### src/design/pbmv_pkg.sv
// shared constants and types for the pbm p4 stream validator
// phase codes, status codes, header limits and the summary/result structs
// no dependencies
package pbmv_pkg;

  // largest accepted width or height
  localparam int unsigned MaxDim = 512;

  localparam logic [15:0] MinFileBytes = 16'd8;
  localparam logic [15:0] MaxFileBytes = 16'd32779;
  localparam logic [15:0] ByteTotalMax = 16'hFFFF;

  // parser phases
  localparam logic [2:0] PhMag0    = 3'd0;
  localparam logic [2:0] PhMag1    = 3'd1;
  localparam logic [2:0] PhMag2    = 3'd2;
  localparam logic [2:0] PhWidth   = 3'd3;
  localparam logic [2:0] PhHeight  = 3'd4;
  localparam logic [2:0] PhRaster  = 3'd5;
  localparam logic [2:0] PhDiscard = 3'd6;

  // status codes
  localparam logic [1:0] StOk    = 2'd0;
  localparam logic [1:0] StShape = 2'd1;
  localparam logic [1:0] StDims  = 2'd2;
  localparam logic [1:0] StPad   = 2'd3;

  // characters of the header
  localparam logic [7:0] ChP       = 8'h50;
  localparam logic [7:0] ChFour    = 8'h34;
  localparam logic [7:0] ChNewline = 8'h0A;
  localparam logic [7:0] ChSpace   = 8'h20;
  localparam logic [7:0] ChZero    = 8'h30;
  localparam logic [7:0] ChNine    = 8'h39;

  // parser state as it stands after the final byte
  typedef struct packed {
    logic [2:0]  phase;
    logic [1:0]  header_error;
    logic [15:0] byte_total;
    logic [9:0]  width_value;
    logic [9:0]  height_value;
    logic        padding_bad;
  } pbmv_summary_t;

  typedef struct packed {
    logic [3:0] raster_start;
    logic [6:0] row_byte_count;
    logic [9:0] image_height;
    logic [9:0] image_width;
    logic [1:0] status;
  } pbmv_result_t;

endpackage

### src/design/pbm_p4_stream_validator.sv
// top level of the pbm p4 stream validator: header parser, raster padding
// check and one-item result register; depends on pbmv_pkg and pbmv_status
//
//  channel  | direction | payload (lowest bit first)
//  ---------+-----------+----------------------------------------------------
//  s_axis   | in        | tdata[7:0] data_byte, tlast last_byte
//  m_axis   | out       | tdata status, image_width, image_height,
//           |           |   row_byte_count, raster_start, zero fill to 40 bits
//
// one byte is taken every cycle unless the input side stalls; its effect on the
// parser state lands at the accepting edge, and on the final byte the result
// enters the output register at that same edge. the input side stalls only
// while a result waits and the output side is not ready. reset puts the parser
// at the first magic byte with the output register empty.
module pbm_p4_stream_validator
  import pbmv_pkg::*;
(
  input  logic        clk_i,
  input  logic        rst_ni,
  input  logic        s_axis_tvalid_i,
  output logic        s_axis_tready_o,
  input  logic [7:0]  s_axis_tdata_i,   // [7:0] data_byte
  input  logic        s_axis_tlast_i,   // last_byte
  output logic        m_axis_tvalid_o,
  input  logic        m_axis_tready_i,
  // [1:0] status, [11:2] image_width, [21:12] image_height,
  // [28:22] row_byte_count, [32:29] raster_start, [39:33] zero
  output logic [39:0] m_axis_tdata_o
);

  // parser state
  logic [2:0]  phase_q, phase_d;
  logic [1:0]  digit_q, digit_d;
  logic [9:0]  width_q, width_d;
  logic [9:0]  height_q, height_d;
  logic [15:0] byte_total_q, byte_total_d;
  logic [1:0]  header_error_q, header_error_d;
  logic [5:0]  column_q, column_d;
  logic        padding_bad_q, padding_bad_d;

  // result register
  logic         out_valid_q, out_valid_d;
  pbmv_result_t out_data_q, out_data_d;

  logic          accept;
  logic [9:0]    dim_cur;
  logic [7:0]    delim;
  logic          is_delim;
  logic          bad_digit;
  logic [7:0]    digit_val;
  logic [13:0]   dim_sum;
  logic [9:0]    dim_new;
  logic [10:0]   width_round;
  logic [7:0]    row_bytes;
  logic [7:0]    pad_mask;
  pbmv_summary_t summary;
  pbmv_result_t  result;

  // the output register frees up in the same cycle that its item is taken
  assign s_axis_tready_o = !out_valid_q || m_axis_tready_i;
  assign accept          = s_axis_tvalid_i && s_axis_tready_o;

  // digit handling shared by the width and height fields
  always_comb begin
    dim_cur   = (phase_q == PhWidth) ? width_q : height_q;
    delim     = (phase_q == PhWidth) ? ChSpace : ChNewline;
    is_delim  = (s_axis_tdata_i == delim) && (digit_q != 2'd0);
    bad_digit = (digit_q == 2'd3) || (s_axis_tdata_i < ChZero) ||
                (s_axis_tdata_i > ChNine) ||
                ((digit_q == 2'd0) && (s_axis_tdata_i == ChZero));
    digit_val = s_axis_tdata_i - ChZero;
    // value times ten plus the new digit, kept to ten bits
    dim_sum   = {1'b0, dim_cur, 3'b000} + {3'b000, dim_cur, 1'b0} + {6'd0, digit_val};
    dim_new   = dim_sum[9:0];
  end

  // raster row geometry from the parsed width
  always_comb begin
    width_round = {1'b0, width_q} + 11'd7;
    row_bytes   = width_round[10:3];
    pad_mask    = (width_q[2:0] == 3'd0) ? 8'h00 : (8'hFF >> width_q[2:0]);
  end

  // next parser state
  always_comb begin
    phase_d        = phase_q;
    digit_d        = digit_q;
    width_d        = width_q;
    height_d       = height_q;
    byte_total_d   = byte_total_q;
    header_error_d = header_error_q;
    column_d       = column_q;
    padding_bad_d  = padding_bad_q;

    if (accept) begin
      if (byte_total_q != ByteTotalMax) begin
        byte_total_d = byte_total_q + 16'd1;
      end

      case (phase_q)
        PhMag0: begin
          if (s_axis_tdata_i == ChP) begin
            phase_d = PhMag1;
          end else begin
            header_error_d = StShape;
            phase_d        = PhDiscard;
          end
        end
        PhMag1: begin
          if (s_axis_tdata_i == ChFour) begin
            phase_d = PhMag2;
          end else begin
            header_error_d = StShape;
            phase_d        = PhDiscard;
          end
        end
        PhMag2: begin
          if (s_axis_tdata_i == ChNewline) begin
            phase_d = PhWidth;
            digit_d = 2'd0;
            width_d = '0;
          end else begin
            header_error_d = StShape;
            phase_d        = PhDiscard;
          end
        end
        PhWidth, PhHeight: begin
          if (is_delim) begin
            digit_d = 2'd0;
            if (phase_q == PhWidth) begin
              phase_d  = PhHeight;
              height_d = '0;
            end else begin
              phase_d  = PhRaster;
              column_d = '0;
            end
          end else if (bad_digit) begin
            header_error_d = StDims;
            phase_d        = PhDiscard;
          end else begin
            if (phase_q == PhWidth) begin
              width_d = dim_new;
            end else begin
              height_d = dim_new;
            end
            if (dim_new > 10'(MaxDim)) begin
              header_error_d = StDims;
              phase_d        = PhDiscard;
            end else begin
              digit_d = digit_q + 2'd1;
            end
          end
        end
        PhRaster: begin
          // last byte of a row carries the padding bits
          if (row_bytes == 8'd0 || ({2'b00, column_q} + 8'd1) >= row_bytes) begin
            if ((s_axis_tdata_i & pad_mask) != 8'h00) begin
              padding_bad_d = 1'b1;
            end
            column_d = '0;
          end else begin
            column_d = column_q + 6'd1;
          end
        end
        default: begin
        end
      endcase
    end

    // decision taken on the state after the final byte
    summary.phase        = phase_d;
    summary.header_error = header_error_d;
    summary.byte_total   = byte_total_d;
    summary.width_value  = width_d;
    summary.height_value = height_d;
    summary.padding_bad  = padding_bad_d;

    // back to the start of a file after the final byte
    if (accept && s_axis_tlast_i) begin
      phase_d        = PhMag0;
      digit_d        = '0;
      width_d        = '0;
      height_d       = '0;
      byte_total_d   = '0;
      header_error_d = StOk;
      column_d       = '0;
      padding_bad_d  = 1'b0;
    end
  end

  pbmv_status u_status (
    .summary_i (summary),
    .result_o  (result)
  );

  // result register: loaded on the final byte, emptied when taken
  always_comb begin
    out_valid_d = out_valid_q;
    out_data_d  = out_data_q;
    if (accept && s_axis_tlast_i) begin
      out_valid_d = 1'b1;
      out_data_d  = result;
    end else if (m_axis_tready_i) begin
      out_valid_d = 1'b0;
    end
  end

  always_ff @(posedge clk_i or negedge rst_ni) begin
    if (!rst_ni) begin
      phase_q        <= PhMag0;
      digit_q        <= '0;
      width_q        <= '0;
      height_q       <= '0;
      byte_total_q   <= '0;
      header_error_q <= StOk;
      column_q       <= '0;
      padding_bad_q  <= 1'b0;
      out_valid_q    <= 1'b0;
    end else begin
      phase_q        <= phase_d;
      digit_q        <= digit_d;
      width_q        <= width_d;
      height_q       <= height_d;
      byte_total_q   <= byte_total_d;
      header_error_q <= header_error_d;
      column_q       <= column_d;
      padding_bad_q  <= padding_bad_d;
      out_valid_q    <= out_valid_d;
    end
  end

  // payload register needs no reset
  always_ff @(posedge clk_i) begin
    out_data_q <= out_data_d;
  end

  assign m_axis_tvalid_o = out_valid_q;
  assign m_axis_tdata_o  = {7'd0, out_data_q};

endmodule

### src/design/pbmv_status.sv
// end-of-file status decision for the pbm p4 stream validator
// depends on pbmv_pkg for status codes, size limits and the structs
module pbmv_status
  import pbmv_pkg::*;
(
  input  pbmv_summary_t summary_i,
  output pbmv_result_t  result_o
);

  logic [1:0]  width_digits;
  logic [1:0]  height_digits;
  logic [3:0]  start;
  logic [10:0] width_round;
  logic [7:0]  row_bytes;
  logic [17:0] raster_bytes;
  logic [17:0] expected_total;
  logic [1:0]  status;

  always_comb begin
    width_digits  = (summary_i.width_value < 10'd10)  ? 2'd1 :
                    (summary_i.width_value < 10'd100) ? 2'd2 : 2'd3;
    height_digits = (summary_i.height_value < 10'd10)  ? 2'd1 :
                    (summary_i.height_value < 10'd100) ? 2'd2 : 2'd3;
    start          = 4'd5 + {2'b00, width_digits} + {2'b00, height_digits};
    width_round    = {1'b0, summary_i.width_value} + 11'd7;
    row_bytes      = width_round[10:3];
    raster_bytes   = row_bytes * summary_i.height_value;
    expected_total = raster_bytes + {14'd0, start};

    if (summary_i.byte_total < MinFileBytes || summary_i.byte_total > MaxFileBytes) begin
      status = StShape;
    end else if (summary_i.header_error != StOk) begin
      status = summary_i.header_error;
    end else if (summary_i.phase != PhRaster) begin
      status = StShape;
    end else if ({2'b00, summary_i.byte_total} != expected_total) begin
      status = StShape;
    end else if (summary_i.padding_bad) begin
      status = StPad;
    end else begin
      status = StOk;
    end

    result_o.status = status;
    if (status == StOk) begin
      result_o.image_width    = summary_i.width_value;
      result_o.image_height   = summary_i.height_value;
      result_o.row_byte_count = row_bytes[6:0];
      result_o.raster_start   = start;
    end else begin
      result_o.image_width    = '0;
      result_o.image_height   = '0;
      result_o.row_byte_count = '0;
      result_o.raster_start   = '0;
    end
  end

endmodule
### config.mk
export PLATFORM = sky130hd
export DESIGN_NAME = pbm_p4_stream_validator
export DESIGN_NICKNAME = d
export VERILOG_FILES = /design/src/design/pbmv_pkg.sv /design/src/design/pbm_p4_stream_validator.sv /design/src/design/pbmv_status.sv
export SDC_FILE = /design/constraint.sdc
export NUM_CORES = 1
export LEC_CHECK = 0
export ABC_AREA = 1
export BUFFER_PORTS_ARGS = -buffer_cell sky130_fd_sc_hd__buf_2
export CAP_MARGIN = 40
export CORE_UTILIZATION = 59
export DETAILED_ROUTE_END_ITERATION = 6
export GPL_TIMING_DRIVEN = 0
export PLACE_DENSITY = 0.83
export SLEW_MARGIN = 20
export SYNTH_ARGS = -nofsm -noshare
export SYNTH_HDL_FRONTEND = slang
export SYNTH_SLANG_ARGS = --single-unit
### constraint.sdc
create_clock -name clk_i -period 18.3 [get_ports clk_i]
set_input_delay 3.66 -clock clk_i [delete_from_list [all_inputs] [get_ports clk_i]]
set_output_delay 3.66 -clock clk_i [all_outputs]
set_load 0.1 [all_outputs]
==> flow_metrics.env <==
export IMPL_power_per_cell_area_nw_per_um2=59.8
export IMPL_layout_nets=1551
export IMPL_hold_path_depth=2
export IMPL_rsz0062_at_grt="false"
export IMPL_gr_total_overflow=0
export IMPL_fmax_mhz=88.2
export IMPL_utilization_pct=66.3
export IMPL_hp_start="column_q[1]"
export IMPL_postRouteAntennaNets=0
export IMPL_rows=46
export IMPL_period_share_pct=62.0
export IMPL_maxCapViolations=0
export IMPL_drtIter0Drc=725
export IMPL_ys_seq_area_share_pct=23.4
export IMPL_rr_startpoint="phase_q[2]"
export IMPL_worstHoldEndpoint="column_q[1]"
export IMPL_antenna_found_initial=0
export IMPL_via_count=8861
export IMPL_grt_pass1_wl_um=39600
export IMPL_area_sequential_sq_um=2270
export IMPL_startpoint="s_axis_tdata_i[5]"
export IMPL_vias_per_cell=5.44
export IMPL_nFillCells=1389
export IMPL_arrival_ps=11430
export IMPL_cts_made_buffers=9
export IMPL_drc_errors=0
export IMPL_hpwl_um=19100
export IMPL_dieHeight_um=130
export IMPL_synth_distinct_cells=55
export IMPL_wl_met2_um=11200
export IMPL_p_sw_share_pct=39.4
export IMPL_coreArea_sq_um=15900
export IMPL_hold_worst_slack_ps=534
export IMPL_cpMaxStageDelayCell="fa_1"
export IMPL_grt_pass1_vias=8538
export IMPL_clock_sinks=84
export IMPL_critical_path_max_fanout=10
export IMPL_post_route_min_period_ps=11340
export IMPL_clkLatencyLatePin_ps=360
export IMPL_postCtsSetupBuffers=0
export IMPL_synth_edf_count=33
export IMPL_synth_area_top_cells="dfrtp_1 (13%), fa_1 (12%), nand2_1 (11%)"
export IMPL_routed_top_layer="met4"
export IMPL_worstSetupPathType="input pin to flop"
export IMPL_final_cells=1629
export IMPL_irDropWorstVdd_mv=0.0447
export IMPL_cts_path_max_buffers=2
export IMPL_synth_ff_type="dfrtp_1"
export IMPL_power_switching_uw=249
export IMPL_cts_max_level=3
export IMPL_drt_total_wl_um=23700
export IMPL_dr_pass1_iters=6
export IMPL_setup_worst_path_end_class="flop"
export IMPL_drv_slew=0
export IMPL_fin_setup_tns_ps=0
export IMPL_die_area_sq_um=16900
export IMPL_multi_input_area_sq_um=6260
export IMPL_post_cts_resized=0
export IMPL_finClkSkew_ps=9.13
export IMPL_layout_common_cells="nand2_1 (275), inv_1 (244), nor2_1 (168)"
export IMPL_ios=55
export IMPL_syn2layout_area_growth_pct=9.01
export IMPL_clk_pin_slew_worst_paths_ps=60
export IMPL_ff2ff_path_depth=42
export IMPL_place_inst=1612
export IMPL_synth_warnings=0
export IMPL_hp_class="flop to flop"
export IMPL_tightest_slew_ps=916
export IMPL_gp_congestion=0.980
export IMPL_max_slew_margin_pct=38.3
export IMPL_cpMostUsedCell="inv_1"
export IMPL_intPower_uw=382
export IMPL_max_stage_delay_ps=480
export IMPL_wl_per_cell_um=14.6
export IMPL_io_buffers=47
export IMPL_syn_inst=1342
export IMPL_grt_max_degree=52
export IMPL_power_frac_comb_pct=34.1
export IMPL_cts_hold_buffers=0
export IMPL_p_seq_share_pct=35.4
export IMPL_p_leak_uw=0.00546
export IMPL_cts_tree="built"
export IMPL_crit_buf_inv=13
export IMPL_initial_core_util_pct=60.8
export IMPL_layout_commonest_cell="nand2_1"
export IMPL_die_width_um=130
export IMPL_cp_required_ps=18390
export IMPL_outcome="completed"
export IMPL_diodes=0
export IMPL_hold_viol_final=0
export IMPL_layout_drive_gt1_share_pct=15.7
export IMPL_ys_seq_elements=84
export IMPL_cp_top_family="adder cells"
export IMPL_critPathLaunchType="input pin"
export IMPL_p_clk_share_pct=30.5
export IMPL_async_flop_share_pct=60.7
export IMPL_synth_top_area_cell="dfrtp_1"
export IMPL_reg2reg_slack_ps=9390
export IMPL_wl_met1_um=10000
export IMPL_grt_usage_pct=29.9
export IMPL_r2r_end="m_axis_tdata_o[15]"
export IMPL_synth_top_area_share_pct=13.2
export IMPL_setup_violations=0
export IMPL_synth_cell_area_sq_um=9690
export IMPL_ctsRootBufferMaster="clkbuf_16"
export IMPL_wl_met3_um=1520
export IMPL_synth_avg_cell_area_sq_um=7.22
registers in the layout, summed over array words and instances (netlist names):
register and flops:
byte_total_q 16, width_q 10, header_error_q 2, height_q 10
column_q 6, m_axis_tdata_o 33, padding_bad_q 1, phase_q 3
digit_q 2, m_axis_tvalid_o 1
power groups by stage:
stage / clock (uW) / combinational, uW / sequential (uW)
5_1_grt: 201 / 237 / 226
4_1_cts: 193 / 213 / 224
3_5_place_dp: 0 / 212 / 227
6_report: 193 / 215 / 224
3_3_place_gp: 0 / 207 / 227
2_1_floorplan: 0 / 144 / 249
layout make-up:
| type | count | share of cell area, % |
|---|---|---|
| inverter | 264 | 9.40 |
| buffer | 27 | 1.88 |
| clock inverter | 6 | 0.663 |
| timing repair buffer | 49 | 2.56 |
| multi-input combinational | 973 | 59.2 |
| clock buffer | 10 | 2.26 |
| tap | 216 | 2.56 |
| sequential | 84 | 21.5 |
worst register-to-register path: cells and delay by family (launching register included):
| kind | cells | cell delay (ps) |
|---|---|---|
| and+or+nand+nor | 21 | 2440 |
| AOI/OAI and AO/OA | 3 | 690 |
| DFF | 1 | 460 |
| adders and majority gates | 7 | 3340 |
| buffers and inverters | 9 | 1170 |
| xor gates and xnor gates | 2 | 540 |
metal layers:
metal,up-vias,GRT usage [%]
met3,83,5.13
li1,4315,-
met1,4124,37.5
met5,-,0
met2,339,50.3
met4,0,14.0
how the worst max path moves through the flow:
stage                          to  slack, ps  cells past startpoint
6_report       m_axis_tdata_o[15]       6960                     46
3_5_place_dp   m_axis_tdata_o[15]       6490                     44
2_1_floorplan  m_axis_tdata_o[13]       7860                     43
5_1_grt        m_axis_tdata_o[15]       6360                     49
4_1_cts        m_axis_tdata_o[15]       6830                     43
3_3_place_gp   m_axis_tdata_o[15]       6680                     44
per-stage QoR:
stage	cell area (sq um)	total power [uW]	worst slack [ps]
floorplan	9710	393	7860
global placement	10200	434	6680
detailed placement	10300	439	6490
CTS	10600	630	6830
global route	10600	664	6360
finish	10600	631	6960
Yosys cell counts (3+ instances only):
library cell,instances
nand2_4,3
clkinv_1,3
nor2_4,3
nor2_1,168
clkbuf_1,5
a31oi_1,4
inv_1,244
o31ai_1,3
fa_1,58
xnor2_1,6
o21ai_0,31
buf_2,5
or2_2,4
buf_4,10
nand3_1,97
nand3b_1,9
nand2_1,275
o21ai_1,3
o22ai_1,10
nand2_2,26
ha_1,72
buf_6,7
nor3_1,14
a21oi_2,5
xor2_1,19
nand4_1,20
inv_2,16
a21oi_1,39
nor2_2,54
nor4_1,5
edfxtp_1,33
nand3_2,5
o21ai_2,6
o21bai_1,3
dfrtp_1,51
cells by family (layout without fill, tap and decap cells):
group           count (synthesis)  count (layout)  share of synthesized area, %
flops                          84              84                          23.4
compound gates                115             115                          7.32
other cells                     1               7                        0.0387
buf+inv                       291             356                          12.3
fa+ha+maj                     130             130                          21.3
simple gates                  695             695                          33.3
xor+xnor                       26              26                          2.43
Power figures use the tool's default switching activity.
